### src/inverse_cylindrical_point_transform_defines.svh
// ---------------------------------------------------------------------------
// Assertion macros for the inverse cylindrical point transform
// Concurrent checks on the top level, compiled out when SYNTH is defined.
// ---------------------------------------------------------------------------
`ifndef INVERSE_CYLINDRICAL_POINT_TRANSFORM_DEFINES_SVH
`define INVERSE_CYLINDRICAL_POINT_TRANSFORM_DEFINES_SVH
`ifndef SYNTH
// Implication checked on every clock edge outside reset.
`define ICPT_ASSERT_IMPL(lbl, ante, cons) \
    lbl: assert property (@(posedge i_clk) disable iff (!i_rst_n) (ante) |-> (cons)) \
        else $error("icpt implication check failed");
// Next-cycle implication that is also checked while reset is applied.
`define ICPT_ASSERT_NEXT(lbl, ante, cons) \
    lbl: assert property (@(posedge i_clk) (ante) |=> (cons)) \
        else $error("icpt next-cycle check failed");
`else
`define ICPT_ASSERT_IMPL(lbl, ante, cons)
`define ICPT_ASSERT_NEXT(lbl, ante, cons)
`endif
`endif

### src/icpt_pkg.sv
// ---------------------------------------------------------------------------
// icpt_pkg
// Shared widths, constants and payload types of the point transform.
// ---------------------------------------------------------------------------
package icpt_pkg;

    localparam int WORD_BITS = 32;
    localparam int FRAC_BITS = 16;
    localparam int CFG_IDX_BITS = 3;

    typedef logic signed [WORD_BITS-1:0] t_word;

    localparam t_word WORD_MAX = t_word'({1'b0, {(WORD_BITS-1){1'b1}}});
    localparam t_word WORD_MIN = t_word'({1'b1, {(WORD_BITS-1){1'b0}}});
    localparam t_word FX_ONE   = t_word'(64'd1 << FRAC_BITS);

    // Register indexes of the configuration port.
    localparam logic [CFG_IDX_BITS-1:0] REG_EN_X_POLAR = 3'd0;
    localparam logic [CFG_IDX_BITS-1:0] REG_EN_Y_POLAR = 3'd1;
    localparam logic [CFG_IDX_BITS-1:0] REG_ANGLE_SCALE = 3'd2;
    localparam logic [CFG_IDX_BITS-1:0] REG_Z_SCALE = 3'd3;
    localparam logic [CFG_IDX_BITS-1:0] REG_OVERALL_SCALE = 3'd4;
    localparam logic [CFG_IDX_BITS-1:0] REG_DE_GAIN = 3'd5;
    localparam logic [CFG_IDX_BITS-1:0] REG_DE_OFFSET = 3'd6;

    // Radians to 32-bit phase: round(2^32 / (2*pi)).
    localparam logic [29:0] PHASE_K = 30'd683565276;
    // Odd polynomial for a quarter-wave sine, Q30 coefficients.
    localparam logic [30:0] SIN_A = 31'd1686629713;
    localparam logic [29:0] SIN_B = 30'd688904866;
    localparam logic [26:0] SIN_C = 27'd76016977;
    localparam logic [31:0] QUARTER_TURN = 32'h4000_0000;

    typedef struct packed {
        t_word x_in;
        t_word y_in;
        t_word z_in;
        t_word w_in;
        t_word de_in;
    } t_in;

    typedef struct packed {
        t_word x_out;
        t_word y_out;
        t_word z_out;
        t_word w_out;
        t_word de_out;
    } t_out;

endpackage

### src/icpt_phase.sv
// ---------------------------------------------------------------------------
// icpt_phase
// Registered conversion of a fixed-point radian angle to a 32-bit phase.
// ---------------------------------------------------------------------------
module icpt_phase
    import icpt_pkg::*;
(
    input  logic        i_clk,
    input  t_word       i_angle,
    output logic [31:0] o_phase
);

    localparam int PW = WORD_BITS + 30;

    logic [WORD_BITS-1:0] mag;
    logic [PW-1:0]        prod;
    logic [31:0]          p;
    logic [31:0]          n_phase;
    logic [31:0]          r_phase;

    always_comb begin
        mag     = i_angle[WORD_BITS-1] ? WORD_BITS'(-i_angle) : WORD_BITS'(i_angle);
        prod    = PW'(mag) * PW'(PHASE_K);
        p       = prod[FRAC_BITS+31:FRAC_BITS];
        n_phase = i_angle[WORD_BITS-1] ? (32'd0 - p) : p;
    end

    always_ff @(posedge i_clk) begin
        r_phase <= n_phase;
    end

    assign o_phase = r_phase;

endmodule

### config.mk
export PLATFORM = sky130hd
export DESIGN_NAME = icpt_phase
export DESIGN_NICKNAME = d
export VERILOG_FILES = /design/src/inverse_cylindrical_point_transform_defines.svh /design/src/icpt_pkg.sv /design/src/icpt_phase.sv
export SDC_FILE = /design/constraint.sdc
export NUM_CORES = 1
export LEC_CHECK = 0
export BUFFER_PORTS_ARGS = -buffer_cell sky130_fd_sc_hd__buf_4
export CORE_MARGIN = 1.5
export CORE_UTILIZATION = 60
export CTS_BUF_LIST = sky130_fd_sc_hd__clkbuf_2 sky130_fd_sc_hd__clkbuf_4 sky130_fd_sc_hd__clkbuf_8
export CTS_CLUSTER_SIZE = 24
export DETAILED_ROUTE_END_ITERATION = 12
export PLACE_DENSITY = 0.86
export SLEW_MARGIN = 25
export SYNTH_ARGS = -nofsm -noshare
export SYNTH_HDL_FRONTEND = slang
export SYNTH_SLANG_ARGS = --single-unit
### constraint.sdc
create_clock -name i_clk -period 17.6 [get_ports i_clk]
set_clock_uncertainty 0.15 [all_clocks]
set_input_delay 3.52 -clock i_clk [delete_from_list [all_inputs] [get_ports i_clk]]
set_output_delay 3.52 -clock i_clk [all_outputs]
set_load 0.05 [all_outputs]
# After elaboration in Yosys (flattened, before gate mapping)
# Cells that the tools add are included.
[word_totals]
reg_bits = 32
inputBits = 33
[classes]
n_addsub = 2
multipliers = 1
muxes = 2
[ops]
columns = ["op", "count"]
rows = [
  ["$mux W32", 2],
  ["$mul A32 B28 Y46 const B", 1],
  ["$neg A32 Y32", 1],
  ["$sub A1 B32 Y32 const A", 1],
]

# Depth between registers and ports, before layout
[logic_depth]
ltp_word = 5
depth_mapped = 33
mapped_depth_nobuf = 33

# Least setup slack after synthesis
# OpenSTA, ideal clock, no wires.
[synth_path]
kind = "input-to-reg"
from = "input port i_angle[31]"
to = "register r_phase[31], in the netlist o_phase[31]"
arrival_ns = 11.729
required_ns = 17.324
setup_slack_ns = 5.595
path_stages = 27
path_buffers = 6
cell_sequence = "clkbuf_1 clkbuf_1 clkbuf_1 buf_1 o41ai_1 xnor2_1 ha_1 fa_1 ha_1 fa_1 fa_1 fa_1 inv_1 fa_1 inv_1 ha_1 clkbuf_1 nand4_1 or4_1 or4_1 clkbuf_1 a2111oi_0 nand3b_1 a21oi_1 xnor2_1 o41ai_2 xnor2_1"
[synth_via]
elab_chain_cells = 5
[synth_rtl]
columns = ["item", "line_no", "source"]
rows = [
  ["from (decl)", "icpt_phase.sv:9", "input t_word i_angle,"],
  ["$neg A32 Y32", "icpt_phase.sv:22", "mag = i_angle[WORD_BITS-1] ? WORD_BITS'(-i_angle) : WORD_BITS'(i_angle);"],
  ["$mux W32", "icpt_phase.sv:22", ""],
  ["$mul A32 B28 Y46", "icpt_phase.sv:23", "prod = PW'(mag) * PW'(PHASE_K);"],
  ["$sub A1 B32 Y32", "icpt_phase.sv:25", "n_phase = i_angle[WORD_BITS-1] ? (32'd0 - p) : p;"],
  ["$mux W32 (*)", "icpt_phase.sv:25", ""],
  ["net n_phase[31]", "icpt_phase.sv:18", "logic [31:0] n_phase;"],
  ["to (signal assigned)", "icpt_phase.sv:29", "r_phase <= n_phase;"],
  ["to (decl)", "icpt_phase.sv:19", "logic [31:0] r_phase;"],
]
# The timed path passes the listed nets; every way through them passes the cells marked *.

# Worst setup path in the final report
[layout_path]
from = "input port i_angle[2]"
to = "register r_phase[30], in the netlist o_phase[30]"
[layout_via]
elab_chain_cells = 5
[layout_rtl]
columns = ["item", "line_no"]
rows = [
  ["$neg A32 Y32", "icpt_phase.sv:22"],
  ["$mux W32 (*)", "icpt_phase.sv:22"],
  ["$mul A32 B28 Y46 (*)", "icpt_phase.sv:23"],
  ["$sub A1 B32 Y32", "icpt_phase.sv:25"],
  ["$mux W32 (*)", "icpt_phase.sv:25"],
  ["net n_phase[30]", "icpt_phase.sv:18"],
]
# Marks and branches as above.

==> impl_metrics.json <==
{
  "num_antenna_cells": 0,
  "synthFlopType": "dfxtp_1",
  "rows": 59,
  "track_usage_pct": 31.6,
  "synth_compound_area_share_pct": 8.75,
  "status": "finished clean",
  "startpoint_type": "input port",
  "routed_via_density": 5.64,
  "netlist_instances": 1740,
  "finalSetupTns_ns": 0,
  "period_share_pct": 74.2,
  "drcViolationCount": 0,
  "hpwl_mm": 36.6,
  "grt_max_degree": 66,
  "synth_mux_area_share_pct": 0.322,
  "drtIter0Drc": 848,
  "finalMaxSlewViolations": 0,
  "slew-limit-headroom_pct": 32.0,
  "cts_buffers": 5,
  "maxCapViolations": 0,
  "cts-root-buf": "clkbuf_8",
  "die_width_um": 166,
  "initial_utilization_pct": 61.2,
  "overflow": 0,
  "critical_path_class": "in -> reg",
  "drive_above_1_share_pct": 6.61,
  "portBuffers": 64,
  "fmax_mhz": 76.6,
  "area_growth_pct": 6.53,
  "netlist_area_um2": 15900,
  "die_y_um": 166,
  "tightest_slew_ns": 1.01,
  "totalWireLength_mm": 40.9,
  "ys_seq_area_share_pct": 4.02,
  "timing.critical_path.fanout_max": 11,
  "yosys.area_share.simple_pct": 7.49,
  "synth_top_family_by_area": "adder cells",
  "largest_reg_flops": 32,
  "final_cell_mix": "inv_1 (550), fa_1 (308), ha_1 (255), xnor2_1 (87), buf_4 (76)",
  "holdWs_ns": 3.70,
  "hold_class": "in -> reg",
  "place_congestion": 1.03,
  "vias": 12000,
  "placed_cell_area_um2": 16900,
  "ys_types": 76,
  "final_common_cell": "inv_1",
  "syn_area_per_cell_um2": 9.16,
  "synth-xor-area-share_pct": 7.16,
  "clock_sinks": 32,
  "ys_async_sr_fraction_pct": 0,
  "critPathArrivalTime_ns": 13.12,
  "grt_pass1_vias": 13500,
  "hold_viol": 0,
  "drtAntennaViolNets": 0,
  "synth_edf_count": 0,
  "clkSlewWorstSetupHoldPaths_ns": 0.07,
  "synth_fp_nets": 2336,
  "setup_viol": 0,
  "rsz0062_at_grt": "no",
  "postCtsSetupBuffers": 0,
  "final_util_pct": 65.2,
  "synth-seq-cells": 32,
  "clockBufferDepth": 2,
  "drt-wirelength-per-cell_um": 19.1,
  "crit_required_ns": 17.66,
  "antenna_found_initial": 0,
  "fin_crit_ns": 13.06,
  "postCtsHoldBufs": 0,
  "ctsResizeCount": 0,
  "synthAdderAreaFrac_pct": 58.7,
  "pin_count": 65,
  "cts_tree": "done",
  "htreeDepth": 2,
  "grt_pass1_wl_mm": 67.9,
  "synth-warning-count": 0,
  "nNetsFinal": 2394,
  "coreArea_um2": 26100,
  "stdcell_area_um2": 17000,
  "end_kind": "flip-flop",
  "dieArea_um2": 27600,
  "first_pass_iters": 5
}
cell usage after synthesis, types with 4 or more instances:
library cell / count / share of area [%]
inv_1: 550 / 13
fa_1: 308 / 39
ha_1: 255 / 20
xnor2_1: 90 / 4.9
nand2_1: 72 / 1.7
a21oi_1: 51 / 1.6
o21ai_0: 51 / 1.6
nor2_1: 41 / 0.97
xor2_1: 36 / 2.0
dfxtp_1: 32 / 4.0
nand3_1: 23 / 0.72
clkbuf_1: 19 / 0.45
a21o_1: 16 / 0.75
nor3_1: 15 / 0.47
nand2b_1: 13 / 0.51
nand4_1: 13 / 0.51
o211ai_1: 11 / 0.52
o31ai_1: 11 / 0.52
nor4_1: 9 / 0.35
and3_1: 8 / 0.31
a31oi_1: 7 / 0.27
o41ai_1: 6 / 0.33
or4_1: 6 / 0.28
a211oi_1: 5 / 0.24
and2_1: 4 / 0.16
mux2i_1: 4 / 0.25
o21a_1: 4 / 0.19
o21bai_1: 4 / 0.19
o41ai_2: 4 / 0.41
metal layers:
layer | vias to the layer above | part of all wire, % | track usage (%)
met5 | - | 0 | 0
met4 | 0 | 6.2 | 17.2
met3 | 132 | 6.0 | 4.29
met2 | 452 | 50 | 55.4
met1 | 5967 | 38 | 37.5
li1 | 5495 | - | -
per-stage QoR:
| stage | setup WS, ns | cells |
|---|---|---|
| floorplan | 5.60 | 1740 |
| global placement | 4.64 | 2126 |
| detailed placement | 4.36 | 2126 |
| CTS | 4.63 | 2134 |
| global route | 3.99 | 2134 |
| finish | 4.54 | 2134 |
critical path: stages:
cell and delay (ns):
buf_4 0.12, nor3_1 0.47, and3b_1 0.31, nand2_1 0.09, o41ai_1 0.34, xor2_1 0.80, inv_1 0.20, ha_1 0.41
a21oi_1 0.23, fa_1 0.47, fa_1 0.55, inv_1 0.06, fa_1 0.58, fa_1 0.45, fa_1 0.52, inv_1 0.05
fa_1 0.47, inv_1 0.04, ha_1 0.44, nand4_1 0.22, or4_1 0.59, or4_1 0.69, a2111oi_0 0.47, nand3b_1 0.20
xnor2_1 0.15, nand4_1 0.13, o41ai_2 0.38, xnor2_1 0.17
cell type report:
type / count / area [um^2]
Tap cell: 335 / 419
Clock inverter: 2 / 35.0
Multi-Input combinational cell: 1132 / 13200
Sequential cell: 32 / 641
Clock buffer: 6 / 76.3
Inverter: 551 / 2070
Timing Repair Buffer: 76 / 571
Fill cell: 2128 / 9070
kinds of logic after synthesis:
group	Yosys count
xor gates and xnor gates	128
DFF	32
AOI/OAI and AO/OA	205
adders and majority gates	563
muxes	5
and+or+nand+nor	231
buffers and inverters	576
worst paths after layout:
path / start / end / slack, ns / cells after the start
hold / removal: i_angle[31] / o_phase[23]$_DFF_P_ / 3.70 / 3
setup / recovery: i_angle[2] / o_phase[30]$_DFF_P_ / 4.54 / 28
Power is not shown: default switching activity piles up to over one toggle a cycle in this logic, so the estimate is an artifact.
