[config.mk]
export PLATFORM = sky130hd
export DESIGN_NAME = icpt_fxmul
export DESIGN_NICKNAME = d
export VERILOG_FILES = /design/src/inverse_cylindrical_point_transform_defines.svh /design/src/icpt_pkg.sv /design/src/icpt_fxmul.sv
export SDC_FILE = /design/constraint.sdc
export NUM_CORES = 2
export LEC_CHECK = 0
export ABC_AREA = 1
export ABC_CLOCK_PERIOD_IN_PS = 11600
export CORE_ASPECT_RATIO = 0.7
export CORE_MARGIN = 8
export CORE_UTILIZATION = 40
export CTS_CLUSTER_DIAMETER = 80
export DETAILED_ROUTE_END_ITERATION = 8
export DONT_BUFFER_PORTS = 1
export SYNTH_ARGS = -nofsm -noshare
export SYNTH_HDL_FRONTEND = slang
export SYNTH_SLANG_ARGS = --single-unit
[constraint.sdc]
create_clock -name i_clk -period 11.6 [get_ports i_clk]
set_clock_uncertainty 0.05 [all_clocks]
set_input_delay 1.16 -clock i_clk [delete_from_list [all_inputs] [get_ports i_clk]]
set_output_delay 1.16 -clock i_clk [all_outputs]
set_load 0.02 [all_outputs]
[src/inverse_cylindrical_point_transform_defines.svh]
// ---------------------------------------------------------------------------
// Assertion macros for the inverse cylindrical point transform
// Concurrent checks on the top level, compiled out when SYNTH is defined.
// ---------------------------------------------------------------------------
`ifndef INVERSE_CYLINDRICAL_POINT_TRANSFORM_DEFINES_SVH
`define INVERSE_CYLINDRICAL_POINT_TRANSFORM_DEFINES_SVH
`ifndef SYNTH
// Implication checked on every clock edge outside reset.
`define ICPT_ASSERT_IMPL(lbl, ante, cons) \
    lbl: assert property (@(posedge i_clk) disable iff (!i_rst_n) (ante) |-> (cons)) \
        else $error("icpt implication check failed");
// Next-cycle implication that is also checked while reset is applied.
`define ICPT_ASSERT_NEXT(lbl, ante, cons) \
    lbl: assert property (@(posedge i_clk) (ante) |=> (cons)) \
        else $error("icpt next-cycle check failed");
`else
`define ICPT_ASSERT_IMPL(lbl, ante, cons)
`define ICPT_ASSERT_NEXT(lbl, ante, cons)
`endif
`endif

[src/icpt_pkg.sv]
// ---------------------------------------------------------------------------
// icpt_pkg
// Shared widths, constants and payload types of the point transform.
// ---------------------------------------------------------------------------
package icpt_pkg;

    localparam int WORD_BITS = 32;
    localparam int FRAC_BITS = 16;
    localparam int CFG_IDX_BITS = 3;

    typedef logic signed [WORD_BITS-1:0] t_word;

    localparam t_word WORD_MAX = t_word'({1'b0, {(WORD_BITS-1){1'b1}}});
    localparam t_word WORD_MIN = t_word'({1'b1, {(WORD_BITS-1){1'b0}}});
    localparam t_word FX_ONE   = t_word'(64'd1 << FRAC_BITS);

    // Register indexes of the configuration port.
    localparam logic [CFG_IDX_BITS-1:0] REG_EN_X_POLAR = 3'd0;
    localparam logic [CFG_IDX_BITS-1:0] REG_EN_Y_POLAR = 3'd1;
    localparam logic [CFG_IDX_BITS-1:0] REG_ANGLE_SCALE = 3'd2;
    localparam logic [CFG_IDX_BITS-1:0] REG_Z_SCALE = 3'd3;
    localparam logic [CFG_IDX_BITS-1:0] REG_OVERALL_SCALE = 3'd4;
    localparam logic [CFG_IDX_BITS-1:0] REG_DE_GAIN = 3'd5;
    localparam logic [CFG_IDX_BITS-1:0] REG_DE_OFFSET = 3'd6;

    // Radians to 32-bit phase: round(2^32 / (2*pi)).
    localparam logic [29:0] PHASE_K = 30'd683565276;
    // Odd polynomial for a quarter-wave sine, Q30 coefficients.
    localparam logic [30:0] SIN_A = 31'd1686629713;
    localparam logic [29:0] SIN_B = 30'd688904866;
    localparam logic [26:0] SIN_C = 27'd76016977;
    localparam logic [31:0] QUARTER_TURN = 32'h4000_0000;

    typedef struct packed {
        t_word x_in;
        t_word y_in;
        t_word z_in;
        t_word w_in;
        t_word de_in;
    } t_in;

    typedef struct packed {
        t_word x_out;
        t_word y_out;
        t_word z_out;
        t_word w_out;
        t_word de_out;
    } t_out;

endpackage

[src/icpt_fxmul.sv]
// ---------------------------------------------------------------------------
// icpt_fxmul
// Registered fixed-point multiply with round-half-away and saturation.
// ---------------------------------------------------------------------------
module icpt_fxmul
    import icpt_pkg::*;
(
    input  logic  i_clk,
    input  t_word i_a,
    input  t_word i_b,
    output t_word o_p
);

    localparam int PW = 2 * WORD_BITS;
    localparam int QW = PW + 1 - FRAC_BITS;

    logic                 neg;
    logic [WORD_BITS-1:0] ma;
    logic [WORD_BITS-1:0] mb;
    logic [PW-1:0]        prod;
    logic [PW:0]          prod_r;
    logic [QW-1:0]        q;
    logic [WORD_BITS:0]   lim;
    logic [WORD_BITS:0]   mag;
    t_word                n_p;
    t_word                r_p;

    always_comb begin
        neg    = i_a[WORD_BITS-1] ^ i_b[WORD_BITS-1];
        ma     = i_a[WORD_BITS-1] ? WORD_BITS'(-i_a) : WORD_BITS'(i_a);
        mb     = i_b[WORD_BITS-1] ? WORD_BITS'(-i_b) : WORD_BITS'(i_b);
        prod   = PW'(ma) * PW'(mb);
        prod_r = (PW+1)'(prod) + (PW+1)'(64'd1 << (FRAC_BITS - 1));
        q      = prod_r[PW:FRAC_BITS];
        // The negative side reaches one step further than the positive side.
        lim    = (WORD_BITS+1)'(WORD_MAX) + (WORD_BITS+1)'(neg);
        mag    = (q > QW'(lim)) ? lim : q[WORD_BITS:0];
        n_p    = neg ? t_word'(-mag) : t_word'(mag);
    end

    always_ff @(posedge i_clk) begin
        r_p <= n_p;
    end

    assign o_p = r_p;

endmodule

; Yosys cells after proc, flatten, opt, wreduce, memory -nomap -nowiden
; Index checks and enable logic that the tools add are counted.
[op_classes]
order_cmp = 1
n_reduce_logical = 0
div = 0
n_mul = 1
bitwise = 1
shift = 0
n_addsub = 5
n_eq_ne = 0
muxes = 4
[op_table]
columns = op, n
row1 = $mux W32, 4
row2 = $neg A32 Y32, 3
row3 = $add A64 B16 Y65 const B, 1
row4 = $mul A32 B32 Y64, 1
row5 = $gt A49 B32 Y1, 1
row6 = $add A31 B1 Y32 const A, 1
row7 = $xor A1 B1 Y1, 1
[word_totals]
ff_bits = 32
rom_bits = 0
ramBits = 0
wordCells = 13
latchBits = 0
in_bits = 65
memories = 0
out_inout_bits = 32

; Longest topological paths before layout
[logic_depth]
depth_word = 8
depth_mapped = 79

; Least setup slack after synthesis
; No wires, ideal clock.
[synth_timing]
path_type = input to register
from = input i_a[0]
to = register r_p[22], in the netlist o_p[22]
t_arrival_ns = 11.971
slack_ns = -0.534
stages = 71
n_path_buf = 5
path_cell_list = buf_2 inv_1 clkbuf_1 ha_1 inv_1 nor2_1 inv_1 nor2_1 inv_1 nor3_1 nand2_1 nor2_1 nand2_1 nand2_1 xor2_1 inv_1 clkbuf_1 nor2_1 [35 not listed] nand3_1 nor3_4 nand2_2 nand2_2 buf_6 buf_4 nand2_1 inv_1 ha_1 nand2_1 nor2_4 nand2_2 nor2_4 nand2_1 nand2_1 nand2_1 nand2_1 nand2_1
[synth_via]
elab_chain_len = 8
[synth_rtl]
columns = item, line
row1 = start: declaration, icpt_fxmul.sv:9  ; input t_word i_a,
row2 = $neg A32 Y32, icpt_fxmul.sv:30  ; ma = i_a[WORD_BITS-1] ? WORD_BITS'(-i_a) : WORD_BITS'(i_a);
row3 = $mux W32 *, icpt_fxmul.sv:30
row4 = $mul A32 B32 Y64 *, icpt_fxmul.sv:32  ; prod = PW'(ma) * PW'(mb);
row5 = $add A64 B16 Y65 *, icpt_fxmul.sv:33  ; prod_r = (PW+1)'(prod) + (PW+1)'(64'd1 << (FRAC_BITS - 1));
row6 = $gt A49 B32 Y1, icpt_fxmul.sv:37  ; mag = (q > QW'(lim)) ? lim : q[WORD_BITS:0];
row7 = $mux W32 *, icpt_fxmul.sv:37
row8 = $neg A32 Y32, icpt_fxmul.sv:38  ; n_p = neg ? t_word'(-mag) : t_word'(mag);
row9 = $mux W32 *, icpt_fxmul.sv:38
row10 = via n_p[22], icpt_fxmul.sv:25  ; t_word n_p;
row11 = end signal: assignment, icpt_fxmul.sv:42  ; r_p <= n_p;
row12 = end: declaration, icpt_fxmul.sv:26  ; t_word r_p;
; Mark *: on every way through the listed nets, which the timed path passes. The rest lies on a longest branch.

; Worst setup path in the final report
[layout_timing]
from = input i_a[5]
to = register r_p[22], in the netlist o_p[22]
; The elaborated chain is that of the path after synthesis.

==> results.json <==
{
  "yosysTopAreaCell": "fa_1",
  "cap_violations": 0,
  "grt_pass1_vias": 36200,
  "largest_reg_flops": 32,
  "wl_mm": 137,
  "cpPeakStageDelay_ns": 0.61,
  "cp_top_family": "adder cells",
  "violations": "setup timing",
  "cp_num_buf_inv": 13,
  "synth_edf_count": 0,
  "vias": 34800,
  "drv_slew": 0,
  "ant_nets": 0,
  "rsz0062_at_grt": "true",
  "htreeDepth": 2,
  "crit_arrival_ns": 11.82,
  "drc": 0,
  "synthesis.nets": 6356,
  "dr.pass1.iters": 5,
  "outcome": "complete, but fails checks",
  "seq_area_frac_synth_pct": 1.67,
  "tightest_slew_ns": 0.843,
  "synthFlopType": "dfxtp_1",
  "initial_core_util_pct": 40.2,
  "hold_buffers": 0,
  "finalSetupTns_ns": -0.433,
  "ys_async_sr_fraction_pct": 0,
  "synth_area_leaders": "fa_1, inv_1, nand2_1",
  "antenna_cells": 0,
  "hold_violations": 0,
  "synth.avg_cell_area_sq_um": 7.57,
  "drive_above_1_share_pct": 20.9,
  "cts.clk_slew.worst_paths_ns": 0.06,
  "multi_input_area_sq_mm": 0.0342,
  "grt_max_degree": 59,
  "setup_ws_ns": -0.0922,
  "worstPathRequired_ns": 11.72,
  "synth_top_cell_area_share_pct": 46.8,
  "fillers": 9231,
  "relSlewSlack_pct": 43.8,
  "startpoint_type": "primary input",
  "yosys_warnings": 0,
  "grt_antenna_before_repair": 2,
  "numPortBuffers": 0,
  "wl_per_cell_um": 20.0,
  "slowest_stage": "fa_1",
  "timing.final.crit_share_pct": 101,
  "hold_path_depth": 5,
  "tritoncts": "done",
  "track_usage_pct": 25.9,
  "die_x_um": 386,
  "crit_type": "in -> reg",
  "die_h_um": 275,
  "regArea_sq_um": 641,
  "cts_buffers": 5,
  "areaGrowthSynthToFinish_pct": 23.8,
  "grt_pass1_wl_mm": 213,
  "synth_seq_cells": 32,
  "synthCells": 5069,
  "num_rows": 95,
  "routed_via_density": 5.08,
  "fin_crit_ns": 11.69,
  "cp-end-kind": "flip-flop",
  "dpl.hpwl_mm": 119,
  "path_depth": 69,
  "core_sq_mm": 0.0956,
  "clock_sinks": 32,
  "ioPinCount": 97,
  "setup_viol": 14,
  "globalRouteOverflowTotal": 0,
  "clock.fmax_mhz": 85.5,
  "nNetsFinal": 6887,
  "hold_path_class": "in -> reg",
  "cts_root_buffer": "clkbuf_16",
  "hold_ws_ns": 1.38,
  "cts_max_path_buffers": 2,
  "cp_common_cell": "nand2_1",
  "die-area_sq_mm": 0.106,
  "drtIter0Drc": 2923,
  "gp_congestion": 1.00,
  "critPathMaxFanout": 6,
  "synth_cell_types": 47,
  "synth_area_sq_mm": 0.0384
}
==> area by class of cell <==
cell class	instances	share of cell area, %
multi-input cells	3565	71.9
repair buffers	709	12.9
inverters	1287	10.2
well taps	1261	3.32
flip-flops and latches	32	1.35
clock buffers	7	0.321
clock inverters	1	0.0632
==> through the flow <==
step | setup WS (ns) | instances | area (sq um) | utilization (%)
floorplan | 0.00231 | 5069 | 38500 | -
global placement | -0.847 | 6771 | 44600 | 46.6
detailed placement | -0.855 | 6771 | 44600 | 46.6
CTS | -0.0428 | 6802 | 45400 | 47.5
global route | -0.651 | 6862 | 47500 | 49.7
finish | -0.0922 | 6862 | 47500 | 49.7
==> worst min-delay path, stage by stage <==
cell and delay, ns:
nand2_1 0.04, nand2_1 0.05, buf_4 0.22, nand2_1 0.12, nand2_1 0.05
==> synth_stat cells (3+ instances only) <==
master,n
inv_2,13
nor4_1,15
o21bai_1,10
o21ai_0,96
xnor2_1,16
a31oi_1,12
clkbuf_1,161
o21ai_2,3
nand3b_1,15
nor2_1,657
a21o_1,13
buf_4,5
clkinv_1,20
inv_1,1254
ha_1,324
or2_2,17
nand3_2,6
nand2_2,14
buf_1,6
o21ai_1,4
or3_1,3
buf_2,10
nor3_2,4
nand3_1,131
nor2_2,8
nand2_1,1086
xor2_1,43
nor3_1,37
o21a_1,9
and3_1,3
a21oi_1,112
dfxtp_1,32
fa_1,898
nor2_4,4
nand4_1,12
==> repair_timing <==
action | 4_1_cts | 5_1_grt
gates cloned | 2 | 2
buffers inserted | 21 | 60
pin swaps | 40 | 218
setup endpoints to repair | 31 | 32
resized for setup | 125 | 417
hold endpoints to repair | 0 | 0
==> path summary, 6_finish.rpt <==
path	startpoint	end	slack (ns)
worst max-delay path	i_a[5]	o_p[22]	-0.09
worst min-delay path	i_b[31]	o_p[28]	1.38
==> kinds of logic (layout without fill, tap and decap cells) <==
group | after synthesis | in the layout | synth area share (%)
AO/OA/AOI/OAI | 268 | 268 | 3.84
AND/OR/NAND/NOR | 2016 | 2016 | 21.2
buffers and inverters | 1472 | 2004 | 14.6
XOR/XNOR | 59 | 59 | 1.35
flip-flops | 32 | 32 | 1.67
adder cells (fa/ha/maj) | 1222 | 1222 | 57.4
==> layer usage <==
layer  wire (um)  part of all wire, %  vias up  global-route usage (%)
li1            -                    -    15700                       -
met1       61100                   45    17400                    38.3
met2       57700                   42     1513                    39.0
met5          13               0.0095        -                       0
met3       14500                   11      195                    5.53
met4        3710                  2.7        2                    5.44
==> layout by cell type (no fill, tap or decap), types with 60 or more instances in the layout <==
cell type	synthesis	layout
o21ai_0	96	60
fa_1	898	880
nor2_1	657	567
a21oi_1	112	80
nor2_2	8	66
nand2_1	1086	1026
ha_1	324	293
inv_1	1254	1210
nand3_1	131	102
buf_4	5	622
Power is left out: the tool's default activity adds up to more than one toggle a clock period on the data nets, which glitch-free logic cannot reach.
